==> src/hdl/rfi_pkg.sv <==
`default_nettype none
package rfi_pkg;

  localparam int STEP_COUNT_BITS = 8;
  localparam int CHAN_W          = 9;
  localparam int FADE_W          = 8;
  localparam int BYTE_W          = 8;
  localparam int NUM_CHAN        = 3;
  localparam int CHAN_IDX_W      = $clog2(NUM_CHAN);
  localparam int DIV_ITER        = CHAN_W;
  localparam int CNT_W           = $clog2(DIV_ITER);
  localparam int SAT_W           = (STEP_COUNT_BITS > FADE_W) ? STEP_COUNT_BITS : FADE_W;

  localparam logic [CHAN_W-1:0]          NEUTRAL   = CHAN_W'(9'h100);
  localparam logic [STEP_COUNT_BITS-1:0] STEP_MAX  = '1;
  localparam logic [CHAN_IDX_W-1:0]      LAST_CHAN = CHAN_IDX_W'(NUM_CHAN - 1);
  localparam logic [CNT_W-1:0]           LAST_ITER = CNT_W'(DIV_ITER - 1);

  typedef enum logic [1:0] {
    OP_CLEAR = 2'd0,
    OP_SET   = 2'd1,
    OP_TICK  = 2'd2
  } op_t;

  typedef enum logic [2:0] {
    ST_IDLE,
    ST_LOAD,
    ST_DIV,
    ST_WB,
    ST_EMIT
  } state_t;

  typedef struct packed {
    logic [1:0]        opcode;
    logic [CHAN_W-1:0] target_red;
    logic [CHAN_W-1:0] target_green;
    logic [CHAN_W-1:0] target_blue;
    logic [FADE_W-1:0] fade_steps;
  } in_word_t;

  typedef struct packed {
    logic              draw_overlay;
    logic [BYTE_W-1:0] tile_red;
    logic [BYTE_W-1:0] tile_green;
    logic [BYTE_W-1:0] tile_blue;
    logic              subtractive_blend;
  } out_word_t;

  typedef struct packed {
    logic                  accept;
    logic                  div_load;
    logic                  div_step;
    logic                  div_wb;
    logic                  emit;
    logic [CHAN_IDX_W-1:0] chan;
  } cmd_t;

  typedef struct packed {
    logic steps_zero;
    logic out_free;
  } status_t;

endpackage
`default_nettype wire

==> src/hdl/rfi_ctrl.sv <==
`default_nettype none
module rfi_ctrl import rfi_pkg::*; (
  input  wire logic       clk,
  input  wire logic       rst_n,
  input  wire logic       in_valid,
  input  wire logic [1:0] in_op,
  input  wire status_t    status,
  output logic            in_stall,
  output cmd_t            cmd
);

  state_t                state_r, state_nxt;
  logic [CNT_W-1:0]      cnt_r, cnt_nxt;
  logic [CHAN_IDX_W-1:0] chan_r, chan_nxt;

  always_ff @(posedge clk) begin
    if (!rst_n) begin
      state_r <= ST_IDLE;
      cnt_r   <= '0;
      chan_r  <= '0;
    end else begin
      state_r <= state_nxt;
      cnt_r   <= cnt_nxt;
      chan_r  <= chan_nxt;
    end
  end

  always_comb begin
    state_nxt = state_r;
    cnt_nxt   = cnt_r;
    chan_nxt  = chan_r;
    in_stall  = 1'b1;
    cmd       = '0;
    cmd.chan  = chan_r;
    case (state_r)
      ST_IDLE: begin
        in_stall   = 1'b0;
        cmd.accept = in_valid;
        if (in_valid && in_op == OP_TICK) begin
          chan_nxt = '0;
          // no steps left: snap happens on accept, go straight to the overlay
          state_nxt = status.steps_zero ? ST_EMIT : ST_LOAD;
        end
      end
      ST_LOAD: begin
        cmd.div_load = 1'b1;
        cnt_nxt      = '0;
        state_nxt    = ST_DIV;
      end
      ST_DIV: begin
        cmd.div_step = 1'b1;
        if (cnt_r == LAST_ITER) begin
          state_nxt = ST_WB;
        end else begin
          cnt_nxt = cnt_r + 1'b1;
        end
      end
      ST_WB: begin
        cmd.div_wb = 1'b1;
        if (chan_r == LAST_CHAN) begin
          state_nxt = ST_EMIT;
        end else begin
          chan_nxt  = chan_r + 1'b1;
          state_nxt = ST_LOAD;
        end
      end
      ST_EMIT: begin
        cmd.emit = 1'b1;
        if (status.out_free) begin
          state_nxt = ST_IDLE;
        end
      end
      default: begin
        state_nxt = ST_IDLE;
      end
    endcase
  end

endmodule
`default_nettype wire

==> src/hdl/rfi_dpath.sv <==
`default_nettype none
module rfi_dpath import rfi_pkg::*; (
  input  wire logic     clk,
  input  wire logic     rst_n,
  input  wire in_word_t in_data,
  input  wire cmd_t     cmd,
  input  wire logic     out_stall,
  output status_t       status,
  output logic          out_valid,
  output out_word_t     out_data
);

  logic [CHAN_W-1:0]          cur_r  [NUM_CHAN];
  logic [CHAN_W-1:0]          goal_r [NUM_CHAN];
  logic [STEP_COUNT_BITS-1:0] steps_r;

  logic [CHAN_W-1:0]          dvd_r;
  logic [STEP_COUNT_BITS:0]   rem_r;
  logic                       neg_r;

  logic                       out_valid_r;
  out_word_t                  out_data_r;

  logic [CHAN_W-1:0]          cur_sel, goal_sel;
  logic [CHAN_W:0]            diff;
  logic [CHAN_W:0]            diff_mag;
  logic [STEP_COUNT_BITS:0]   rem_sh;
  logic                       q_bit;
  logic [SAT_W-1:0]           steps_ext;
  logic [STEP_COUNT_BITS-1:0] steps_sat;
  logic                       out_free;
  out_word_t                  overlay;

  function automatic logic [BYTE_W-1:0] sub_byte(input logic [CHAN_W-1:0] v);
    logic [BYTE_W-1:0] b;
    b = (v == NEUTRAL) ? '0 : ~v[BYTE_W-1:0];
    return b;
  endfunction

  function automatic logic [BYTE_W-1:0] add_byte(input logic [CHAN_W-1:0] v);
    logic [CHAN_W-1:0] m;
    m = v - 1'b1;
    return m[BYTE_W-1:0];
  endfunction

  assign cur_sel  = cur_r[cmd.chan];
  assign goal_sel = goal_r[cmd.chan];
  assign diff     = {1'b0, goal_sel} - {1'b0, cur_sel};
  assign diff_mag = diff[CHAN_W] ? -diff : diff;

  assign rem_sh = {rem_r[STEP_COUNT_BITS-1:0], dvd_r[CHAN_W-1]};
  assign q_bit  = rem_sh >= {1'b0, steps_r};

  assign steps_ext = SAT_W'(in_data.fade_steps);
  assign steps_sat = (steps_ext > SAT_W'(STEP_MAX)) ? STEP_MAX
                                                    : steps_ext[STEP_COUNT_BITS-1:0];

  assign out_free          = !out_valid_r || !out_stall;
  assign status.out_free   = out_free;
  assign status.steps_zero = (steps_r == '0);

  always_comb begin
    overlay = '0;
    if (!(cur_r[0] == NEUTRAL && cur_r[1] == NEUTRAL && cur_r[2] == NEUTRAL)) begin
      overlay.draw_overlay = 1'b1;
      if (cur_r[0] > NEUTRAL) begin
        overlay.tile_red   = add_byte(cur_r[0]);
        overlay.tile_green = add_byte(cur_r[1]);
        overlay.tile_blue  = add_byte(cur_r[2]);
      end else begin
        overlay.tile_red          = sub_byte(cur_r[0]);
        overlay.tile_green        = sub_byte(cur_r[1]);
        overlay.tile_blue         = sub_byte(cur_r[2]);
        overlay.subtractive_blend = 1'b1;
      end
    end
  end

  always_ff @(posedge clk) begin
    if (!rst_n) begin
      for (int i = 0; i < NUM_CHAN; i++) begin
        cur_r[i]  <= '0;
        goal_r[i] <= '0;
      end
      steps_r <= '0;
    end else if (cmd.accept) begin
      case (in_data.opcode)
        OP_CLEAR: begin
          for (int i = 0; i < NUM_CHAN; i++) begin
            cur_r[i]  <= '0;
            goal_r[i] <= '0;
          end
          steps_r <= '0;
        end
        OP_SET: begin
          goal_r[0] <= in_data.target_red;
          goal_r[1] <= in_data.target_green;
          goal_r[2] <= in_data.target_blue;
          steps_r   <= steps_sat;
        end
        OP_TICK: begin
          if (steps_r == '0) begin
            for (int i = 0; i < NUM_CHAN; i++) begin
              cur_r[i] <= goal_r[i];
            end
          end
        end
        default: begin
        end
      endcase
    end else if (cmd.div_wb) begin
      // quotient already truncated toward zero: apply it with the sign of the gap
      cur_r[cmd.chan] <= neg_r ? cur_sel - dvd_r : cur_sel + dvd_r;
      if (cmd.chan == LAST_CHAN) begin
        steps_r <= steps_r - 1'b1;
      end
    end
  end

  // restoring divider, one quotient bit per cycle, quotient shifts into dvd_r
  always_ff @(posedge clk) begin
    if (cmd.div_load) begin
      dvd_r <= diff_mag[CHAN_W-1:0];
      neg_r <= diff[CHAN_W];
      rem_r <= '0;
    end else if (cmd.div_step) begin
      dvd_r <= {dvd_r[CHAN_W-2:0], q_bit};
      rem_r <= q_bit ? rem_sh - {1'b0, steps_r} : rem_sh;
    end
  end

  always_ff @(posedge clk) begin
    if (!rst_n) begin
      out_valid_r <= 1'b0;
    end else if (cmd.emit && out_free) begin
      out_valid_r <= 1'b1;
    end else if (!out_stall) begin
      out_valid_r <= 1'b0;
    end
  end

  always_ff @(posedge clk) begin
    if (cmd.emit && out_free) begin
      out_data_r <= overlay;
    end
  end

  assign out_valid = out_valid_r;
  assign out_data  = out_data_r;

endmodule
`default_nettype wire

==> src/hdl/rgb_fade_interpolator.sv <==
// Channel | Dir | Ports                          | Word
// input   | in  | in_valid, in_stall, in_data    | in_word_t (opcode, target, fade_steps)
// output  | out | out_valid, out_stall, out_data | out_word_t (overlay flag, bytes, blend)
//
// Clear and set target complete on accept; a tick with no steps left goes straight to emit.
// A stepping tick runs three channels through one serial divider, each with a load,
// a 9-bit quotient and a write-back, then emits the overlay.
// Reset (rst_n low, synchronous) zeroes colors, goal and step count.
// The output register frees the input while a result waits; a tick stalls
// at emit only while the previous result is still held.
`default_nettype none
module rgb_fade_interpolator import rfi_pkg::*; (
  input  wire logic     clk,
  input  wire logic     rst_n,
  input  wire logic     in_valid,
  output logic          in_stall,
  input  wire in_word_t in_data,
  output logic          out_valid,
  input  wire logic     out_stall,
  output out_word_t     out_data
);

  cmd_t    cmd;
  status_t status;

  rfi_ctrl u_ctrl (
    .clk      (clk),
    .rst_n    (rst_n),
    .in_valid (in_valid),
    .in_op    (in_data.opcode),
    .status   (status),
    .in_stall (in_stall),
    .cmd      (cmd)
  );

  rfi_dpath u_dpath (
    .clk       (clk),
    .rst_n     (rst_n),
    .in_data   (in_data),
    .cmd       (cmd),
    .out_stall (out_stall),
    .status    (status),
    .out_valid (out_valid),
    .out_data  (out_data)
  );

  a_tick_busy: assert property (@(posedge clk) disable iff (!rst_n)
    in_valid && !in_stall && in_data.opcode == OP_TICK |=> in_stall)
    else $error("tick accepted without going busy");

  a_cfg_op_idle: assert property (@(posedge clk) disable iff (!rst_n)
    in_valid && !in_stall && in_data.opcode != OP_TICK |=> !in_stall)
    else $error("non-tick word left block busy");

  a_no_overlay_zero: assert property (@(posedge clk) disable iff (!rst_n)
    out_valid && !out_data.draw_overlay |->
      out_data.tile_red == '0 && out_data.tile_green == '0 &&
      out_data.tile_blue == '0 && !out_data.subtractive_blend)
    else $error("hidden overlay carries nonzero fields");

endmodule
`default_nettype wire

==> config.mk <==
export PLATFORM = sky130hd
export DESIGN_NAME = rgb_fade_interpolator
export DESIGN_NICKNAME = d
export VERILOG_FILES = /design/src/hdl/rfi_pkg.sv /design/src/hdl/rfi_ctrl.sv /design/src/hdl/rfi_dpath.sv /design/src/hdl/rgb_fade_interpolator.sv
export SDC_FILE = /design/constraint.sdc
export NUM_CORES = 1
export LEC_CHECK = 0
export CORE_UTILIZATION = 53
export CTS_BUF_LIST = sky130_fd_sc_hd__clkbuf_8
export DETAILED_ROUTE_END_ITERATION = 10
export DONT_BUFFER_PORTS = 1
export PLACE_DENSITY = 0.64
export RECOVER_POWER = 100
export SETUP_SLACK_MARGIN = 0.02
export SLEW_MARGIN = 20
export SYNTH_ARGS = -nofsm -noshare
export SYNTH_HDL_FRONTEND = slang
export SYNTH_SLANG_ARGS = --single-unit
==> constraint.sdc <==
create_clock -name clk -period 4.1 [get_ports clk]
set_input_delay 0.41 -clock clk [delete_from_list [all_inputs] [get_ports clk]]
set_output_delay 0.41 -clock clk [all_outputs]
set_load 0.005 [all_outputs]
==> reports/qor.csv <==
metric;value;unit
setup TNS;0;ns
syn_nets;816;
mean post-synth cell area;10.2;µm²
post-layout util;57.3;%
Starting Density;54.3;%
first-pass GRT wire length;28200;µm
top post-synthesis cells by area;edfxtp_1, dfxtp_1, ha_1;
pin count of the biggest net entering global routing;29;
Synth-to-Final Area Change;5.65;%
synth warn;0;
min-delay src;rst_n;
dpl cell area;0.00763;mm²
unrepaired setup endpoints after global routing;no;
Synth top area share;39.6;%
Max Cap Viol;0;
design area;0.00793;mm²
worst setup margin;0.505;ns
vias in the first global route;5304;
# Post-CTS Setup Buffers;0;
IO Count;69;
area leader, netlist;edfxtp_1;
WHS Endpoint;u_dpath.steps_r[4];
final hold viol count;0;
Reg-to-Reg End;u_dpath.dvd_r[8];
CORE AREA;0.0138;mm²
Worst Path Required;4.28;ns
Tmin final;3.60;ns
Final nets;812;
routed via count;5531;
final setup violation count;0;
root buffer cell;clkbuf_8;
final WL;17900;µm
Leak;2.92;nW
Final Power;0.00587;W
synthesized area;0.00750;mm²
hold_buf cts;0;
clk sinks;127;
Port-buffer cells;0;
Power Density;741;mW/mm²
TritonCTS Buffers;17;
CTS tree;done;
Worst Max-Slew Pin Slew;1.45;ns
n_diodes;0;
antenna viol nets, final;0;
period utilization;87.7;%
GR Overflow Total;0;
status;complete, no violations;
crit path DAT;3.77;ns
CTS HTree Levels;4;
First-pass DRT Iterations;5;
hold depth;1;
sequential area share after synthesis;47.1;%
type of the worst setup path;reg -> reg;
clock transition at the registers of the reported paths;0.07;ns
antenna violations before repair;0;
Distinct cells, synth;67;
GRT Total Usage;25.9;%
GP Congestion;0.908;
Die Y-Extent;121;µm
Max-Slew Margin vs Limit;3.47;%
DPL Wire Length;13700;µm
CTS max path bufs;2;
Synth async-reset ratio;0;%
worst skew pair latency;0.46;ns
endpoint class of the critical path;flip-flop;
most common cell in the netlist;edfxtp_1;
clock skew;0.0182;ns
share of layout cells above drive strength 1;6.85;%
initial drt markers;485;
count of state elements after synthesis;127;
R2R depth;11;
HP Class;in -> reg;
Worst VDD drop;0.326;mV
routed wire length per instance;19.4;µm
die footprint;0.0146;mm²
Die W;121;µm
DR vias/cell;5.99;
Synth Flop Type;edfxtp_1;
# DRC;0;
Max Fanout on Critical Path;10;
CP startpoint kind;flip-flop;
reg-to-reg setup timing slack;0.50;ns
FMAX;0.278;GHz
Resize count post-CTS;0;
max-slew violations;0;
dpl ws;0.679;ns
number of synthesized flops with an enable pin;99;
commonest cells in the synthesized netlist;edfxtp_1, nand2_1, nor2_1;
# rows;43;
Synth Instances;735;
==> cell usage in the layout (no fill, tap or decap), types with 4 or more instances in the layout <==
| cell | netlist | final |
|---|---|---|
| ha_1 | 37 | 37 |
| and2_0 | 0 | 28 |
| or3_1 | 9 | 9 |
| a21oi_1 | 32 | 33 |
| nand3_1 | 11 | 11 |
| a32oi_1 | 4 | 4 |
| inv_1 | 43 | 45 |
| o21ai_0 | 53 | 67 |
| dfxtp_1 | 28 | 28 |
| o22ai_1 | 4 | 4 |
| nor3_1 | 17 | 18 |
| a21boi_0 | 2 | 5 |
| xor2_1 | 14 | 14 |
| and2_1 | 41 | 13 |
| nor2b_1 | 11 | 11 |
| and3_1 | 8 | 8 |
| edfxtp_1 | 99 | 99 |
| xnor2_1 | 25 | 25 |
| mux4_2 | 9 | 9 |
| nor4_1 | 3 | 5 |
| nor2_1 | 58 | 60 |
| nand2_1 | 75 | 75 |
| clkbuf_8 | 0 | 17 |
| a31oi_1 | 8 | 9 |
| mux2i_1 | 16 | 16 |
| nand2b_1 | 10 | 10 |
| a22o_1 | 18 | 18 |
==> registers in the layout, indices dropped and copies added (netlist names), named ones only <==
name	flops
u_ctrl.chan_r	2
u_ctrl.cnt_r	4
u_ctrl.state_r	3
u_dpath.cur_r	36
u_dpath.dvd_r	9
u_dpath.goal_r	27
u_dpath.neg_r	1
u_dpath.out_data	26
u_dpath.out_valid	1
u_dpath.rem_r	8
u_dpath.steps_r	8
==> critical path: stages (launching register included) <==
cell      delay [ns]
dfxtp_1         0.68
buf_4           0.25
mux4_2          0.55
inv_1           0.09
ha_1            0.22
o21ai_0         0.11
a21oi_1         0.27
o211ai_1        0.15
a21oi_1         0.58
a41oi_1         0.14
xnor2_1         0.18
o21ai_0         0.09
==> kinds of logic after synthesis <==
| kind of cell | count (synthesis) | synth area share (%) |
|---|---|---|
| buf+inv | 73 | 4.14 |
| fa+ha+maj | 40 | 6.97 |
| mux | 27 | 5.14 |
| simple gates | 263 | 18.1 |
| flops | 127 | 47.1 |
| compound gates | 166 | 14.0 |
| xor+xnor | 39 | 4.55 |
==> area by class of cell <==
type | instances | area [µm²]
clock buffer | 17 | 234
clock inverter | 15 | 145
fill | 1204 | 5900
inverter | 45 | 169
multi-input combinational | 535 | 3590
sequential | 127 | 3530
tap | 180 | 225
timing repair buffer | 5 | 30.0
==> stage by stage <==
stage,hold slack (ns),instances
2_1_floorplan,0.445,735
3_3_place_gp,0.459,892
3_5_place_dp,0.463,892
4_1_cts,0.0489,924
5_1_grt,0.0540,924
6_report,0.0727,924
==> power by group <==
group / internal, W / switching (W)
logic: 0.000991 / 0.00167
registers: 0.00183 / 0.000310
clock network: 0.000536 / 0.000533
total: 0.00336 / 0.00251
==> routing by layer <==
layer / share of wire [%] / global-route usage, % / wire length, µm
met5: 0 / 0 / 0
met4: 2.9 / 11.3 / 514
met3: 6.2 / 5.45 / 1100
met2: 46 / 40.2 / 8310
met1: 45 / 35.0 / 8010
==> worst max path at each step <==
stage	startpoint	end	slack, ns
2_1_floorplan	flip-flop	u_dpath.dvd_r[8]	0.98
3_3_place_gp	flip-flop	u_dpath.cur_r[1][8]	0.80
3_5_place_dp	flip-flop	u_dpath.dvd_r[8]	0.68
4_1_cts	flip-flop	u_dpath.dvd_r[8]	0.67
5_1_grt	u_ctrl.state_r[1]	u_dpath.cur_r[1][2]	0.30
6_report	flip-flop	u_dpath.dvd_r[8]	0.50
Note: power is estimated with default switching activity, not from simulation.
